**src/rtl/core/sql_cms_pkg.sv**
```systemverilog
// ----------------------------------------------------------------------------
// SQL comment marker scanner package
// Character codes, the marker text and the character class record.
// ----------------------------------------------------------------------------
package sql_cms_pkg;

    localparam int CODE_W     = 16;
    localparam int MARKER_LEN = 15;
    localparam int POS_W      = $clog2(MARKER_LEN);

    localparam logic [CODE_W-1:0] CH_DASH    = 16'h002D;
    localparam logic [CODE_W-1:0] CH_SLASH   = 16'h002F;
    localparam logic [CODE_W-1:0] CH_STAR    = 16'h002A;
    localparam logic [CODE_W-1:0] CH_QUOTE   = 16'h0027;
    localparam logic [CODE_W-1:0] CH_BSLASH  = 16'h005C;
    localparam logic [CODE_W-1:0] CH_NEWLINE = 16'h000A;
    localparam logic [CODE_W-1:0] CH_LBRACK  = 16'h005B;

    // "[IGNORE-ERRORS]"
    localparam logic [7:0] MARKER_TEXT [MARKER_LEN] = '{
        8'h5B, 8'h49, 8'h47, 8'h4E, 8'h4F, 8'h52, 8'h45, 8'h2D,
        8'h45, 8'h52, 8'h52, 8'h4F, 8'h52, 8'h53, 8'h5D
    };

    typedef struct packed {
        logic [CODE_W-1:0] code;
        logic              is_dash;
        logic              is_slash;
        logic              is_star;
        logic              is_quote;
        logic              is_bslash;
        logic              is_newline;
        logic              is_lbrack;
    } char_class_t;

    typedef struct packed {
        logic found_next;
        logic at_reset;
    } scan_status_t;

endpackage

```
**src/rtl/core/sql_cms_decode.sv**
```systemverilog
// ----------------------------------------------------------------------------
// Character classifier
// Masks the code to the active character width and flags the special
// characters that drive the lexical state machine.
// ----------------------------------------------------------------------------
module sql_cms_decode #(
    parameter int CHAR_WIDTH = 16
) (
    input  logic [15:0]              char_code,
    output sql_cms_pkg::char_class_t char_class
);
    import sql_cms_pkg::*;

    logic [CODE_W-1:0] code_mask;
    logic [CODE_W-1:0] code;

    always_comb begin
        for (int i = 0; i < CODE_W; i++) begin
            code_mask[i] = (i < CHAR_WIDTH);
        end
    end

    assign code = char_code & code_mask;

    always_comb begin
        char_class.code       = code;
        char_class.is_dash    = (code == CH_DASH);
        char_class.is_slash   = (code == CH_SLASH);
        char_class.is_star    = (code == CH_STAR);
        char_class.is_quote   = (code == CH_QUOTE);
        char_class.is_bslash  = (code == CH_BSLASH);
        char_class.is_newline = (code == CH_NEWLINE);
        char_class.is_lbrack  = (code == CH_LBRACK);
    end

endmodule

```
**src/rtl/core/sql_cms_scan.sv**
```systemverilog
// ----------------------------------------------------------------------------
// Lexical scanner
// Tracks text, literal and comment context with one character of lookahead
// and matches the marker inside comments. State resets after the last char.
// ----------------------------------------------------------------------------
module sql_cms_scan (
    input  logic                      aclk,
    input  logic                      aresetn,
    input  logic                      step,
    input  logic                      is_last,
    input  sql_cms_pkg::char_class_t  char_class,
    output sql_cms_pkg::scan_status_t status
);
    import sql_cms_pkg::*;

    typedef enum logic [3:0] {
        MODE_NORMAL,
        MODE_NORM_DASH,
        MODE_NORM_SLASH,
        MODE_LITERAL,
        MODE_LIT_ESCAPE,
        MODE_LIT_QUOTE,
        MODE_LINE,
        MODE_BLOCK,
        MODE_BLOCK_STAR
    } mode_t;

    mode_t            mode_reg, mode_next, mode_mid;
    logic [POS_W-1:0] pos_reg, pos_next, pos_mid, pos_idx;
    logic             found_reg, found_next;
    logic             consumed;
    logic             marker_hit;

    assign pos_idx    = (pos_reg < POS_W'(MARKER_LEN)) ? pos_reg : '0;
    assign marker_hit = (pos_reg < POS_W'(MARKER_LEN)) &&
                        (char_class.code == {{(CODE_W-8){1'b0}}, MARKER_TEXT[pos_idx]});

    always_comb begin
        mode_mid = mode_reg;
        pos_mid  = pos_reg;
        consumed = 1'b0;
        // resolve a pending pair first
        case (mode_reg)
            MODE_NORM_DASH: begin
                if (char_class.is_dash) begin
                    mode_mid = MODE_LINE;
                    pos_mid  = '0;
                    consumed = 1'b1;
                end else begin
                    mode_mid = MODE_NORMAL;
                end
            end
            MODE_NORM_SLASH: begin
                if (char_class.is_star) begin
                    mode_mid = MODE_BLOCK;
                    pos_mid  = '0;
                    consumed = 1'b1;
                end else begin
                    mode_mid = MODE_NORMAL;
                end
            end
            MODE_LIT_ESCAPE: begin
                mode_mid = MODE_LITERAL;
                consumed = 1'b1;
            end
            MODE_LIT_QUOTE: begin
                if (char_class.is_quote) begin
                    mode_mid = MODE_LITERAL;
                    consumed = 1'b1;
                end else begin
                    mode_mid = MODE_NORMAL;
                end
            end
            MODE_BLOCK_STAR: begin
                if (char_class.is_slash) begin
                    mode_mid = MODE_NORMAL;
                    pos_mid  = '0;
                    consumed = 1'b1;
                end else begin
                    mode_mid = MODE_BLOCK;
                end
            end
            default: ;
        endcase
    end

    always_comb begin
        mode_next  = mode_mid;
        pos_next   = pos_mid;
        found_next = found_reg;
        if (!consumed) begin
            case (mode_mid)
                MODE_LITERAL: begin
                    if (char_class.is_bslash) begin
                        mode_next = MODE_LIT_ESCAPE;
                    end else if (char_class.is_quote) begin
                        mode_next = MODE_LIT_QUOTE;
                    end
                end
                MODE_LINE, MODE_BLOCK: begin
                    if (mode_mid == MODE_LINE && char_class.is_newline) begin
                        mode_next = MODE_NORMAL;
                        pos_next  = '0;
                    end else if (mode_mid == MODE_BLOCK && char_class.is_star) begin
                        mode_next = MODE_BLOCK_STAR;
                        pos_next  = '0;
                    end else if (marker_hit) begin
                        if (pos_mid == POS_W'(MARKER_LEN - 1)) begin
                            found_next = 1'b1;
                            pos_next   = '0;
                        end else begin
                            pos_next = pos_mid + 1'b1;
                        end
                    end else begin
                        // restart on a fresh bracket
                        pos_next = char_class.is_lbrack ? POS_W'(1) : '0;
                    end
                end
                default: begin
                    mode_next = MODE_NORMAL;
                    if (char_class.is_quote) begin
                        mode_next = MODE_LITERAL;
                    end else if (char_class.is_dash) begin
                        mode_next = MODE_NORM_DASH;
                    end else if (char_class.is_slash) begin
                        mode_next = MODE_NORM_SLASH;
                    end
                end
            endcase
        end
    end

    always_ff @(posedge aclk) begin
        if (!aresetn) begin
            mode_reg  <= MODE_NORMAL;
            pos_reg   <= '0;
            found_reg <= 1'b0;
        end else if (step) begin
            if (is_last) begin
                mode_reg  <= MODE_NORMAL;
                pos_reg   <= '0;
                found_reg <= 1'b0;
            end else begin
                mode_reg  <= mode_next;
                pos_reg   <= pos_next;
                found_reg <= found_next;
            end
        end
    end

    assign status.found_next = found_next;
    assign status.at_reset   = (mode_reg == MODE_NORMAL) && (pos_reg == '0) && !found_reg;

endmodule

```
**src/rtl/core/sql_comment_marker_scanner_unit.sv**
```systemverilog
// ----------------------------------------------------------------------------
// SQL comment marker scanner
// Streams SQL text one character per request and reports whether the
// [IGNORE-ERRORS] marker appeared inside a comment of the statement.
// ----------------------------------------------------------------------------
// The block takes one character per clock cycle unless the input stalls.
// Each character is captured in an input register and scanned from there;
// the lexical state and the result register update together as it is scanned.
// The input only stalls while the result of one statement is still waiting
// in the output register and the last character of the next statement is
// ready to scan.
module sql_comment_marker_scanner_unit #(
    parameter int CHAR_WIDTH = 16
) (
    input  logic        aclk,
    input  logic        aresetn,
    input  logic        s_valid,
    output logic        s_ready,
    input  logic [15:0] s_char_code,
    input  logic        s_is_last,
    output logic        m_valid,
    input  logic        m_ready,
    output logic        m_marker_found
);
    import sql_cms_pkg::*;

    logic         in_valid_reg;
    logic [15:0]  in_code_reg;
    logic         in_last_reg;
    logic         out_valid_reg;
    logic         out_found_reg;
    logic         advance;
    char_class_t  char_class;
    scan_status_t status;

    assign advance = in_valid_reg && (!in_last_reg || !out_valid_reg || m_ready);
    assign s_ready = !in_valid_reg || advance;

    always_ff @(posedge aclk) begin
        if (!aresetn) begin
            in_valid_reg <= 1'b0;
        end else if (s_ready) begin
            in_valid_reg <= s_valid;
        end
    end

    always_ff @(posedge aclk) begin
        if (s_ready && s_valid) begin
            in_code_reg <= s_char_code;
            in_last_reg <= s_is_last;
        end
    end

    sql_cms_decode #(
        .CHAR_WIDTH (CHAR_WIDTH)
    ) u_decode (
        .char_code  (in_code_reg),
        .char_class (char_class)
    );

    sql_cms_scan u_scan (
        .aclk       (aclk),
        .aresetn    (aresetn),
        .step       (advance),
        .is_last    (in_last_reg),
        .char_class (char_class),
        .status     (status)
    );

    always_ff @(posedge aclk) begin
        if (!aresetn) begin
            out_valid_reg <= 1'b0;
        end else if (advance && in_last_reg) begin
            out_valid_reg <= 1'b1;
        end else if (m_ready) begin
            out_valid_reg <= 1'b0;
        end
    end

    always_ff @(posedge aclk) begin
        if (advance && in_last_reg) begin
            out_found_reg <= status.found_next;
        end
    end

    assign m_valid        = out_valid_reg;
    assign m_marker_found = out_found_reg;

    // scanner returns to its reset state after each statement
    assert property (@(posedge aclk) disable iff (!aresetn)
        (advance && in_last_reg) |=> status.at_reset)
        else $error("scanner state not cleared after last character");

    // a result appears only after a last character was scanned
    assert property (@(posedge aclk) disable iff (!aresetn)
        $rose(m_valid) |-> $past(advance && in_last_reg))
        else $error("result without a last character");

    // the input stalls only behind a held result
    assert property (@(posedge aclk) disable iff (!aresetn)
        !s_ready |-> (in_valid_reg && in_last_reg && out_valid_reg && !m_ready))
        else $error("input stalled without a pending result");

endmodule

```
**config.mk**
```make
export PLATFORM = sky130hd
export DESIGN_NAME = sql_comment_marker_scanner_unit
export DESIGN_NICKNAME = d
export VERILOG_FILES = /design/src/rtl/core/sql_cms_pkg.sv /design/src/rtl/core/sql_cms_decode.sv /design/src/rtl/core/sql_cms_scan.sv /design/src/rtl/core/sql_comment_marker_scanner_unit.sv
export SDC_FILE = /design/constraint.sdc
export NUM_CORES = 1
export LEC_CHECK = 0
export BUFFER_PORTS_ARGS = -buffer_cell sky130_fd_sc_hd__buf_2
export CAP_MARGIN = 20
export CORE_UTILIZATION = 40
export CTS_BUF_LIST = sky130_fd_sc_hd__clkbuf_4 sky130_fd_sc_hd__clkbuf_8 sky130_fd_sc_hd__clkbuf_16
export CTS_CLUSTER_SIZE = 14
export DETAILED_ROUTE_END_ITERATION = 8
export PLACE_DENSITY = 0.6
export SETUP_SLACK_MARGIN = 0.5
export SLEW_MARGIN = 10
export SYNTH_ARGS = -nofsm -noshare
export SYNTH_HDL_FRONTEND = slang
export SYNTH_HIERARCHICAL = 1
export SYNTH_SLANG_ARGS = --single-unit
```
**constraint.sdc**
```tcl
create_clock -name aclk -period 3.3 [get_ports aclk]
set_input_delay 0.33 -clock aclk [delete_from_list [all_inputs] [get_ports aclk]]
set_output_delay 0.33 -clock aclk [all_outputs]
set_load 0.03 [all_outputs]
```
Word-level counts from Yosys, hierarchy flattened
Memories as Yosys holds them, arrays and structs flattened.
Index checks and enable logic that the tools add are counted.
- bitwise gates (word level): 1
- order comparisons: 2
- add/subtract/negate cells: 1
- multiplexer cells: 44
- eq/ne operators: 17
- reductions and logical operators: 14
- operator list (kind ; number):
    two-way mux 4 bit ; 19
    equality test 16 x 6 -> 1 bit (second input constant) ; 4
    equality test 16 x 7 -> 1 bit (second input constant) ; 2
    case mux 4 bit (5 select lines) ; 1
    equality test 16 x 4 -> 1 bit (second input constant) ; 1
    equality test 16 x 8 -> 1 bit ; 1
    equality test 4 x 3 -> 1 bit (second input constant) ; 4
    two-way mux 8 bit ; 2
    two-way mux 1 bit ; 14
    case mux 4 bit (3 select lines) ; 1
    two-way mux 3 bit ; 3
    equality test 4 x 2 -> 1 bit (second input constant) ; 2
    equality test 4 bit (second input constant) ; 2
    case mux 4 bit (2 select lines) ; 1
    logical AND 1 bit ; 6
    greater-or-equal comparator 5 bit (second input constant) ; 1
    inverter 4 -> 5 bit ; 1
    case mux 1 bit (5 select lines) ; 1
    adder 4 x 1 -> 4 bit (second input constant) ; 1
    equality test 4 x 1 -> 1 bit (second input constant) ; 1
    less-than comparator 4 bit (second input constant) ; 1
    two-way mux 2 bit ; 2
    zero test 1 bit ; 3
    logical OR 1 bit ; 3
    other kinds (2) ; 2
- bits in read-only memories: 128
- register bits: 29
- memories kept: 1
- bits of input ports: 21
- output and inout bits: 3
- memories (memory ; depth ; width ; rd ports ; clocked after memory_dff ; write ports ; RTL line ; source):
    (name not given) ; 16 ; 8 ; 1 ; 0 ; 0 ; sql_cms_scan.sv:36 ; (char_class.code == {{(CODE_W-8){1'b0}}, MARKER_TEXT[pos_idx]});

Depth between registers and ports, before layout
- depth after elaboration: 14
- depth in mapped cells: 13
- depth with buffers taken out: 13

Hierarchy
The synthesis kept the hierarchy.
- modules (own cells, without submodules) (module ; area an instance (um^2) ; seq. area each (um^2) ; times used ; cells each):
    sql_cms_scan ; 1571.5 ; 180.2 ; 1 ; 200
    sql_comment_marker_scanner_unit ; 658.1 ; 580.6 ; 1 ; 30
    sql_cms_decode ; 266.5 ; 0.0 ; 1 ; 36

Worst setup path after synthesis
No wires, ideal clock.
- path kind: register to register
- from: reg in_code_reg[12]
- to: reg u_scan.pos_reg[3]
- data arrival time: 3215 ps
- buffers on the path: 0
- data required time: 3221 ps
- period minus slack after synthesis: 3294 ps
- stages on the path, launching flop included: 13
- setup slack: 6 ps
- cell sequence: edfxtp_1 or4b_4 nand4bb_1 nor3b_1 nand4bb_1 a31oi_4 nor2_1 ha_1 nand3_1 nor2_1 a211oi_2 nand3_1 a211oi_2
- RTL lines (element ; RTL line ; source):
    from (decl) ; sql_comment_marker_scanner_unit.sv:28 ; logic [15:0] in_code_reg;
    from (signal assigned) ; sql_comment_marker_scanner_unit.sv:49 ; in_code_reg <= s_char_code;
    to (signal assigned) ; sql_cms_scan.sv:145 ; pos_reg <= pos_next;
    to (decl) ; sql_cms_scan.sv:29 ; logic [POS_W-1:0] pos_reg, pos_next, pos_mid, pos_idx;

==> out/qor.txt <==
Final worst path period share = 0.9401
I/O pin count = 24
Setup Viol. Count Final = 0
Synthesized netlist net count = 292
Hold WC Path Type = primary input to flip-flop
Proportion of power drawn by combinational gates = 0.066
Vias in the first global route = 1935
Number of buffers inserted during clock tree synthesis = 5
GPL Wtd Cong = 0.8540
Run status = completed
Unrepaired setup endpoints after global routing = yes
Total routing resource utilization after global routing = 0.1891
First-pass iteration count of the detailed router = 4
Clock tree root buffer cell = sky130_fd_sc_hd__clkbuf_8
Residual antenna-violating net count after detailed routing = 0
Port buffer count = 23
Number of standard cells after synthesis = 264
Clk Latency, worst-skew pair = 0.28 ns
Critical path peak fanout = 8
Worst path required time = 3.33 ns
Per-cell via count in the routed design = 5.677
Chip width = 80.74 um
Initial standard-cell utilization of the core = 0.4164
Type of origin of the critical path = flip-flop
Highest-count cells in the layout ignoring fill and taps = 26 x sky130_fd_sc_hd__buf_4, 23 x sky130_fd_sc_hd__buf_2, 18 x sky130_fd_sc_hd__edfxtp_1, 16 x sky130_fd_sc_hd__nand2_1, 12 x sky130_fd_sc_hd__nor2_1
Slew of the pin with the lowest slew margin = 0.7573 ns
Part of the power in the clock network = 0.441
Internal = 0.6581 mW
Wire length of the first global-routing pass = 9.239 mm
Die outline area = 0.006519 sq mm
Data arrival time of the critical path = 3.13 ns
Setup Total Neg Slack = 0 ns
TritonCTS clock tree = done
CTS Hold Buffers Added = 0
Pleak = 1.108 nW
GRT Residual Overflow = 0
Vertical extent of the die = 80.74 um
Core outline area = 0.005956 sq mm
Largest clock skew in the final design = 0.006894 ns
Net load switching power = 0.1842 mW
Syn avg cell area = 9.393 sq um
Relative slew margins = 0.4945
Average wire per standard cell = 15.93 um
Hold Vio Cnt, Final = 0
Worst-case clock buffer depth = 2
Detailed Place HPWL = 4.086 mm
Detailed-route via count = 2106
Critical path class = flip-flop to flip-flop
Max cap viols = 0
# DRC = 0
Final cell count without fillers = 371
Sinks on the clock net = 29
Switching part of the total = 0.2187
Initial antenna violation count = 0
Min cycle time layout = 3.102 ns
Proportion of layout cells with a drive suffix above 1 = 0.3851
Maximum operating frequency = 322.3 MHz
Worst-path clk slew = 0.07 ns
Number of warnings printed during yosys synthesis = 6
Count of standard-cell rows = 28
Max reg flops = 16
Net count reported at finish = 323
Leading cell type in the layout, fill and taps excluded = sky130_fd_sc_hd__buf_4
Post-synthesis cell area = 0.002480 sq mm
Worst hold-check slack = 0.2199 ns
Power per cell area = 276.1 mW/mm^2
Pins over their slew limit = 0
Number of DRC markers in iteration 0 = 128
Layout-stage area growth over the synthesis result = 23.01%
Type of element capturing the critical path = flip-flop
Total Wirelength = 5.909 mm
Count of antenna diodes in the layout = 0
Max rail drop VDD = 0.1927 mV
Sequential share of power = 0.493
Total instance count after detailed placement = 342
Pin count of the biggest net entering global routing = 23
Number of levels in the clock H-tree = 2
==> final cells by class <==
| cell class | instances | area (sq um) |
|---|---|---|
| clock buffer | 6 | 76.32 |
| sequential | 29 | 760.7 |
| clock inverter | 2 | 33.78 |
| fill | 569 | 2905 |
| inverter | 9 | 33.78 |
| timing repair buffer | 55 | 377.9 |
| multi-input combinational | 195 | 1674 |
| tap | 75 | 93.84 |
==> through the flow <==
step,utilization,area [sq um],setup slack [ns],total power [mW]
after floorplan,-,2540,0.2437,0.4604
after global placement,0.4384,2611,0.1804,0.4706
after detailed placement,0.4384,2611,0.09676,0.4714
after CTS,0.4887,2910,0.1624,0.8468
after global routing,0.5122,3050,0.07814,0.8708
final,0.5122,3050,0.1976,0.8423
==> power by group through the flow <==
stage                     registers [mW]  logic [mW]  clock network, mW
after detailed placement           0.422      0.0492                  0
after CTS                          0.415      0.0534              0.378
after global placement             0.422      0.0490                  0
after floorplan                    0.419      0.0418                  0
after global routing               0.417      0.0611              0.393
final                              0.415      0.0554              0.372
==> layer usage <==
layer | track usage | vias to the layer above | wire length [um]
li1 | - | 1053 | -
met3 | 0.03371 | 6 | 182
met2 | 0.3076 | 47 | 2903
met1 | 0.2469 | 1000 | 2747
met5 | 0 | - | 0
met4 | 0.07857 | 0 | 74
==> final timing paths <==
kind	from	end	slack [ns]	cells past startpoint
hold / removal	s_char_code[10]	in_code_reg[10]	0.22	1
setup reg to reg	in_code_reg[14]	m_marker_found	0.20	12
setup / recovery	in_code_reg[14]	m_marker_found	0.20	12
hold reg to reg	u_scan/found_reg	u_scan/found_reg	0.46	2
==> critical path, cell delays in order, from the launching register on <==
cell and delay (ns):
sky130_fd_sc_hd__edfxtp_1 0.40, sky130_fd_sc_hd__or4b_4 0.57, sky130_fd_sc_hd__buf_6 0.14, sky130_fd_sc_hd__nand4bb_4 0.20
sky130_fd_sc_hd__nor3b_4 0.27, sky130_fd_sc_hd__buf_4 0.16, sky130_fd_sc_hd__nand4bb_1 0.20, sky130_fd_sc_hd__a31oi_4 0.29
sky130_fd_sc_hd__or2_4 0.25, sky130_fd_sc_hd__a2111oi_4 0.06, sky130_fd_sc_hd__buf_4 0.17, sky130_fd_sc_hd__nand2_1 0.06
sky130_fd_sc_hd__o21ai_1 0.06
==> timing repair <==
item | in CTS | in global routing
endpoints found under the setup margin | 10 | 10
resized for setup | 13 | 18
pin swaps | 17 | 20
buffers inserted | 14 | 7
No activity file was read; power rests on OpenSTA's default activity.
